## config.mk

```make
export PLATFORM = sky130hd
export DESIGN_NAME = srt_tanh
export DESIGN_NICKNAME = d
export VERILOG_FILES = /design/src/hdl/srt_pkg.sv /design/src/hdl/srt_tanh.sv
export SDC_FILE = /design/constraint.sdc
export NUM_CORES = 1
export LEC_CHECK = 0
export BUFFER_PORTS_ARGS = -buffer_cell sky130_fd_sc_hd__buf_2
export CAP_MARGIN = 40
export CORE_MARGIN = 2
export CORE_UTILIZATION = 55
export DETAILED_ROUTE_END_ITERATION = 16
export PLACE_DENSITY = 0.71
export SETUP_SLACK_MARGIN = 0.3
export SLEW_MARGIN = 20
export SYNTH_ARGS = -nofsm -noshare
export SYNTH_HDL_FRONTEND = slang
export SYNTH_SLANG_ARGS = --single-unit
```

## constraint.sdc

```tcl
create_clock -name clk -period 14 [get_ports clk]
set_clock_uncertainty 0.2 [all_clocks]
set_input_delay 1.4 -clock clk [delete_from_list [all_inputs] [get_ports clk]]
set_output_delay 1.4 -clock clk [all_outputs]
set_load 0.005 [all_outputs]
```

## src/hdl/srt_pkg.sv

```systemverilog
// Shared constants, tanh breakpoint table and types for the tanh p-y soil reaction block.
package srt_pkg;

  localparam int FRAC_BITS     = 16;
  localparam int TANH_SEGMENTS = 64;
  localparam int DATA_W        = 32;
  localparam int INV_W         = 31;
  localparam int CFG_IDX_W     = 3;

  localparam logic [CFG_IDX_W-1:0] REG_BASE_RESISTANCE = 3'd0;
  localparam logic [CFG_IDX_W-1:0] REG_RESISTANCE_RATE = 3'd1;
  localparam logic [CFG_IDX_W-1:0] REG_INV_REF_DISP    = 3'd2;
  localparam logic [CFG_IDX_W-1:0] REG_DEPTH_AXIS      = 3'd3;
  localparam logic [CFG_IDX_W-1:0] REG_DEPTH_OFFSET    = 3'd4;
  localparam logic [CFG_IDX_W-1:0] REG_CLAMP_NEG_DEPTH = 3'd5;

  localparam logic [1:0] AXIS_X = 2'd0;
  localparam logic [1:0] AXIS_Y = 2'd1;

  // table entries lie in [0, 1.0]
  localparam int TAB_W      = FRAC_BITS + 1;
  localparam int SEG_IDX_W  = $clog2(TANH_SEGMENTS);
  localparam int ROM_IDX_W  = $clog2(TANH_SEGMENTS + 1);
  // tanh argument below saturation: m < 4.0
  localparam int ARG_W      = FRAC_BITS + 2;
  localparam int POS_W      = ARG_W + $clog2(TANH_SEGMENTS + 1);

  localparam logic [TAB_W-1:0] TANH_ONE = TAB_W'(1) << FRAC_BITS;
  localparam logic [63:0]      Q60_ONE  = 64'd1 << 60;

  typedef logic [TAB_W-1:0] tanh_rom_t [TANH_SEGMENTS+1];

  typedef struct packed {
    logic lookup;
    logic interp;
  } srt_adv_t;

  function automatic logic [63:0] mul_q60(input logic [63:0] a, input logic [63:0] b);
    logic [63:0] ah, al, bh, bl, mid;
    ah  = a >> 32;
    al  = a & 64'hFFFF_FFFF;
    bh  = b >> 32;
    bl  = b & 64'hFFFF_FFFF;
    mid = ah * bl + al * bh + ((al * bl) >> 32);
    return ((ah * bh) << 4) + (mid >> 28);
  endfunction

  // unsigned quotient by shift and subtract; divisor below 2^63
  function automatic logic [63:0] div_u64(input logic [63:0] a, input logic [63:0] b);
    logic [63:0] q, r;
    q = '0;
    r = '0;
    for (int i = 63; i >= 0; i--) begin
      r = {r[62:0], a[i]};
      if (r >= b) begin
        r    = r - b;
        q[i] = 1'b1;
      end
    end
    return q;
  endfunction

  // tanh(4k/N) = (1 - e^(-8k/N)) / (1 + e^(-8k/N)), exp by series and four squarings
  function automatic tanh_rom_t build_tanh_rom();
    tanh_rom_t   rom;
    logic [63:0] t, term, e, num, den, q;
    for (int k = 0; k <= TANH_SEGMENTS; k++) begin
      t    = ((64'(k) << 52) / 64'(TANH_SEGMENTS)) << 7;
      term = Q60_ONE;
      e    = Q60_ONE;
      for (int n = 1; n <= 21; n++) begin
        term = div_u64(mul_q60(term, t), 64'(n));
        if (n % 2 == 1) begin
          e = e - term;
        end else begin
          e = e + term;
        end
      end
      for (int j = 0; j < 4; j++) begin
        e = mul_q60(e, e);
      end
      num    = (Q60_ONE - e) >> 20;
      den    = (Q60_ONE + e) >> 20;
      q      = div_u64((num << FRAC_BITS) + (den >> 1), den);
      rom[k] = q[TAB_W-1:0];
    end
    return rom;
  endfunction

  localparam tanh_rom_t TANH_ROM = build_tanh_rom();

endpackage

```

## src/hdl/srt_tanh.sv

```systemverilog
// Two-stage tanh evaluation: table lookup with slope product, then interpolation.
module srt_tanh
  import srt_pkg::*;
(
  input  logic                 clk,
  input  srt_adv_t             adv,
  input  logic                 sat,
  input  logic [SEG_IDX_W-1:0] idx,
  input  logic [FRAC_BITS-1:0] frac,
  output logic [TAB_W-1:0]     t
);

  localparam int D_W  = TAB_W + 1;
  localparam int DP_W = D_W + FRAC_BITS + 1;

  logic [TAB_W-1:0]       tab_lo;
  logic [TAB_W-1:0]       tab_hi;
  logic signed [D_W-1:0]  slope;
  logic [TAB_W-1:0]       lo;
  logic signed [DP_W-1:0] dprod;
  logic                   sat_l;
  logic signed [DP_W-1:0] corr;
  logic signed [DP_W-1:0] sum;

  always_comb begin
    tab_lo = TANH_ROM[ROM_IDX_W'(idx)];
    tab_hi = TANH_ROM[ROM_IDX_W'(idx) + ROM_IDX_W'(1)];
    slope  = signed'({1'b0, tab_hi}) - signed'({1'b0, tab_lo});
  end

  always_ff @(posedge clk) begin
    if (adv.lookup) begin
      lo    <= tab_lo;
      dprod <= DP_W'(slope * signed'({1'b0, frac}));
      sat_l <= sat;
    end
  end

  always_comb begin
    corr = dprod >>> FRAC_BITS;
    sum  = signed'(DP_W'({1'b0, lo})) + corr;
  end

  always_ff @(posedge clk) begin
    if (adv.interp) begin
      t <= sat_l ? TANH_ONE : sum[TAB_W-1:0];
    end
  end

endmodule

```

==> Word-level counts from Yosys, hierarchy flattened <==
Memories as Yosys holds them, arrays and structs flattened.
Index checks and enable logic that the tools add are counted.
W data, S select, Z words.
{ "classes": {"add_sub_neg": 3, "mul": 1, "n_lt_le_gt_ge": 2, "muxes": 4, "bitwise_logic": 2} }
{ "op_table": {"columns": ["op", "count"], "rows": [
  ["$mux W17", 4],
  ["$mul A18 B17 Y33", 1],
  ["$sub A17 B17 Y18", 1],
  ["$add A17 B17 Y17", 1],
  ["$ge A8 B8 Y1 const B", 2],
  ["$not A6 Y8", 1],
  ["$not A7 Y8", 1],
  ["$add A6 B1 Y7 const B", 1]
]} }
{ "word_totals": {"reg_bits": 68, "romBits": 4352, "inputBits": 26, "output_inout_bits": 17, "word_cells": 18, "mem_count": 2} }
{ "memory_table": {"columns": ["name", "depth", "word_bits", "rd", "rd_clocked_by_memory_dff", "write_ports", "line", "rtl"], "rows": [
  ["(no name shown)", 128, 17, 1, 0, 0, "srt_tanh.sv:27", "tab_hi = TANH_ROM[ROM_IDX_W'(idx) + ROM_IDX_W'(1)];"],
  ["(no name shown)", 128, 17, 1, 0, 0, "srt_tanh.sv:26", "tab_lo = TANH_ROM[ROM_IDX_W'(idx)];"]
]} }

==> Depth between registers and ports, before layout <==
{ "logic_depth": {"depth_word": 7, "mapped_depth": 45, "mapped_depth_nobuf": 42} }

==> Worst setup path after synthesis <==
OpenSTA, ideal clock, no wires.
{ "synth_timing": {"path_kind": "input -> register", "start": "in idx[2]", "end": "reg dprod[32], data pin", "setup_ps": 268, "arrival_time_ps": 10639, "required_time_ps": 13532, "path_slack_ps": 2893, "stages": 42, "path_cell_list": "inv_2 > clkbuf_1 > ha_1 > clkbuf_1 > clkbuf_1 > clkbuf_1 > a21oi_1 > o21ai_0 > a21oi_1 > o21ai_0 > ha_1 > inv_1 > fa_1 > a21o_1 > a21oi_1 > nor2b_1 > o21ai_1 > a21oi_1 > [6 not listed] > fa_1 > fa_1 > inv_1 > fa_1 > fa_1 > inv_1 > fa_1 > inv_1 > ha_1 > o21a_1 > o21a_1 > o21a_1 > nor2_1 > or3_1 > o311ai_4 > o21ai_4 > o211ai_2 > xnor3_1"} }
{ "synth_via": {"elab_chain_len": 7, "word_cells_on_any_way": 11} }
{ "synth_rtl": {"columns": ["item", "line", "rtl"], "rows": [
  ["start, declared", "srt_tanh.sv:8", "input logic [SEG_IDX_W-1:0] idx,"],
  ["$add A6 B1 Y7", "srt_tanh.sv:27", null],
  ["$not A7 Y8 (not written as such)", "srt_tanh.sv:27", null],
  ["$mem_v2 Z128 W17", null, null],
  ["$mux W17 (not written as such) (2 in a row)", "srt_tanh.sv:27", null],
  ["$sub A17 B17 Y18 (*)", "srt_tanh.sv:28", "slope = signed'({1'b0, tab_hi}) - signed'({1'b0, tab_lo});"],
  ["$mul A18 B17 Y33 (*)", "srt_tanh.sv:34", "dprod <= DP_W'(slope * signed'({1'b0, frac}));"],
  ["end signal, assigned", "srt_tanh.sv:34", null],
  ["end, declared", "srt_tanh.sv:20", "logic signed [DP_W-1:0] dprod;"]
]} }
Mark *: on every way between the ends. The rest lies on a longest branch, timed or not. The select of a mux whose other input is x is not followed.
A chain may end at the register's enable or synchronous reset.

==> Final worst setup path <==
{ "layout_timing": {"start": "in idx[0]", "end": "reg dprod[32], data pin"} }
Same word-level chain as after synthesis.

==> reports/qor.yml <==
critical_path:
  worstPathMaxFanout: 29
  required_ns: 13.83
  cp_slowest_stage_delay_ns: 0.67
  r2r-start: "lo[0]$_DFFE_PP_"
  start_kind: "input port"
  worstReg2RegEnd: "t[16]$_SDFFCE_PP1P_"
  critical_path_class: "in -> reg"
  path_delay_family: "adder cells"
  reg2regPathDepth: 12
  worst_path_most_repeated_cell: "fa_1"
  crit_arrival_ns: 12.63
  worstSetupEndpointType: "flip-flop"
  path_buf_inv: 9
  cp_slowest_cell: "xnor2_1"
  reg2reg_setup_slack_ns: 10.86
layout:
  nets: 2364
  antennaDiodeCount: 0
  stdcell_count: 2321
  area_growth_pct: 4.60
  mostFrequentLayoutCell: "inv_1"
  nFillCells: 2639
  layout_common_cells: "inv_1, fa_1, nand2_1"
  drive_above_1_share_pct: 5.70
logic_synthesis:
  synth_edf_count: 51
  ys_warn_count: 0
  yosysTopAreaCellShare_pct: 34.0
  synthTopCellsByArea: "fa_1, ha_1, edfxtp_1, inv_1, and2_1"
  async_flop_share_pct: 0
  ys.flop_type: "edfxtp_1"
  synth_cell_types: 72
  syn_nets: 2388
  syn_inst: 1954
  synth_area_per_cell_sq_um: 8.34
  yosysSeqAreaShare_pct: 9.40
  syn-cell-area_sq_mm: 0.0163
  ys_ff_latch: 51
  synth_top_cell_by_area: "fa_1"
clocking:
  ctsHoldBuffers: 0
  cts_tree: "built"
  cts_sinks: 51
  cts_buffers: 5
  clockBufferDepth: 2
  clk_latency_ns: 0.28
  ctsResizeCount: 0
  cts.root.buffer_cell: "clkbuf_16"
  path_clk_slew_ns: 0.07
  htreeDepth: 2
  cts_setup_buffers: 0
global_routing:
  grt_pass1_vias: 13700
  grt_start_max_net_pins: 65
  grt_first_pass_wirelength_um: 72500
  grtUsageTotal_pct: 29.6
  overflow: 0
  grt_antenna_before_repair: 0
floorplanning:
  core_sq_mm: 0.0294
  pin_count: 43
  chipHeight_um: 176
  num_rows: 63
  fp.dieArea_sq_mm: 0.0310
  die_width_um: 176
  start_util_pct: 55.4
placement:
  io_buffers: 42
  place_inst: 2312
  gp_congestion: 0.957
  post-dp-hpwl_um: 34600
min_path:
  worstHoldStart: "dprod[16]$_DFFE_PP_"
  hold_class: "reg -> reg"
  min_to: "t[0]$_SDFFCE_PP0P_"
  worst_hold_path.num_cells: 2
timing:
  hold_slack_ns: 0.471
  fmax_mhz: 78.1
  final_hold_viol_count: 0
  slew-limit-headroom_pct: 46.6
  period_needed_ns: 12.80
  finalCritPeriodShare_pct: 91.4
  worstMarginPinSlew_ns: 0.796
  slew_violations: 0
  tns_ns: 0
  rsz0062_at_grt: "no"
  setup-violations-final: 0
run:
  max_cap_viol_count: 0
drt:
  first_pass_iters: 5
  first_iter_violations: 1360
  totalWireLength_um: 44500
  drc: 0
  routed_via_density: 5.82
  postRouteAntennaNets: 0
  routedWlPerCell_um: 19.2
  vias: 13500
status:
  status: "finished, final reports clean"
area by class of cell:
type / instances / area, sq um / share of cell area (%)
clock buffers: 5 / 125 / 0.734
clock inverters: 3 / 42.5 / 0.250
inverters: 395 / 1480 / 8.70
multi-input cells: 1401 / 12900 / 75.7
flip-flops and latches: 51 / 1530 / 8.99
well taps: 390 / 488 / 2.86
repair buffers: 76 / 469 / 2.75
worst reg2reg max path, cell delays in order (launching register included):
cell and delay [ns]:
edfxtp_1 0.41, ha_1 0.23, inv_1 0.07, fa_1 0.17, nor2b_1 0.06, o21a_1 0.17
o21ai_0 0.20, a21oi_1 0.12, o2111ai_1 0.29, a31oi_1 0.19, a311oi_1 0.51, o21ai_0 0.15
o311a_1 0.13
per-stage QoR:
step	area [sq um]	setup slack [ns]	util [%]
6_report	17000	1.20	57.9
3_5_place_dp	16900	1.02	57.3
3_3_place_gp	16800	1.26	57.3
2_1_floorplan	16300	2.89	-
5_1_grt	17000	0.425	57.9
4_1_cts	17000	1.30	57.9
how the worst max path moves through the flow:
stage | startpoint | endpoint | slack [ns] | depth (start not counted)
floorplan | idx[2] | dprod[32]$_DFFE_PP_ | 2.89 | 42
global placement | idx[0] | dprod[32]$_DFFE_PP_ | 1.26 | 44
detailed placement | idx[0] | dprod[32]$_DFFE_PP_ | 1.02 | 43
CTS | idx[0] | dprod[32]$_DFFE_PP_ | 1.30 | 43
global route | idx[0] | dprod[32]$_DFFE_PP_ | 0.42 | 43
finish | idx[0] | dprod[32]$_DFFE_PP_ | 1.20 | 43
state kept, by name (all words and copies together), names as in the netlist:
| register | count |
|---|---|
| lo | 16 |
| sat_l | 1 |
| t | 17 |
| dprod | 17 |
logic make-up after synthesis:
group	synth area share, %
DFF	9.40
buffers and inverters	11.6
and+or+nand+nor	17.3
xor gates and xnor gates	3.58
AOI/OAI and AO/OA	13.7
muxes	0.392
adders and majority gates	44.1
cell usage after synthesis (all sizes together) (16+ instances only):
library cell  instances
inv                 394
fa                  277
nand2               223
and2                146
ha                  131
a21oi               101
nor2                 96
clkbuf               91
o21ai                89
edfxtp               51
xnor2                48
nor3                 25
a211oi               23
nor2b                23
o211ai               20
nand3                18
o21a                 17
buf                  16
xor2                 16
per-layer routing:
layer / up-vias / part of all wire, % / GRT usage, %
met5: - / 0 / 0
met4: 0 / 3.1 / 8.37
met3: 115 / 6.6 / 2.84
met2: 572 / 49 / 50.5
met1: 6692 / 42 / 40.3
li1: 6133 / - / -
Power is left out: the tool's default activity adds up to more than one toggle a clock period on the data nets, which glitch-free logic cannot reach.
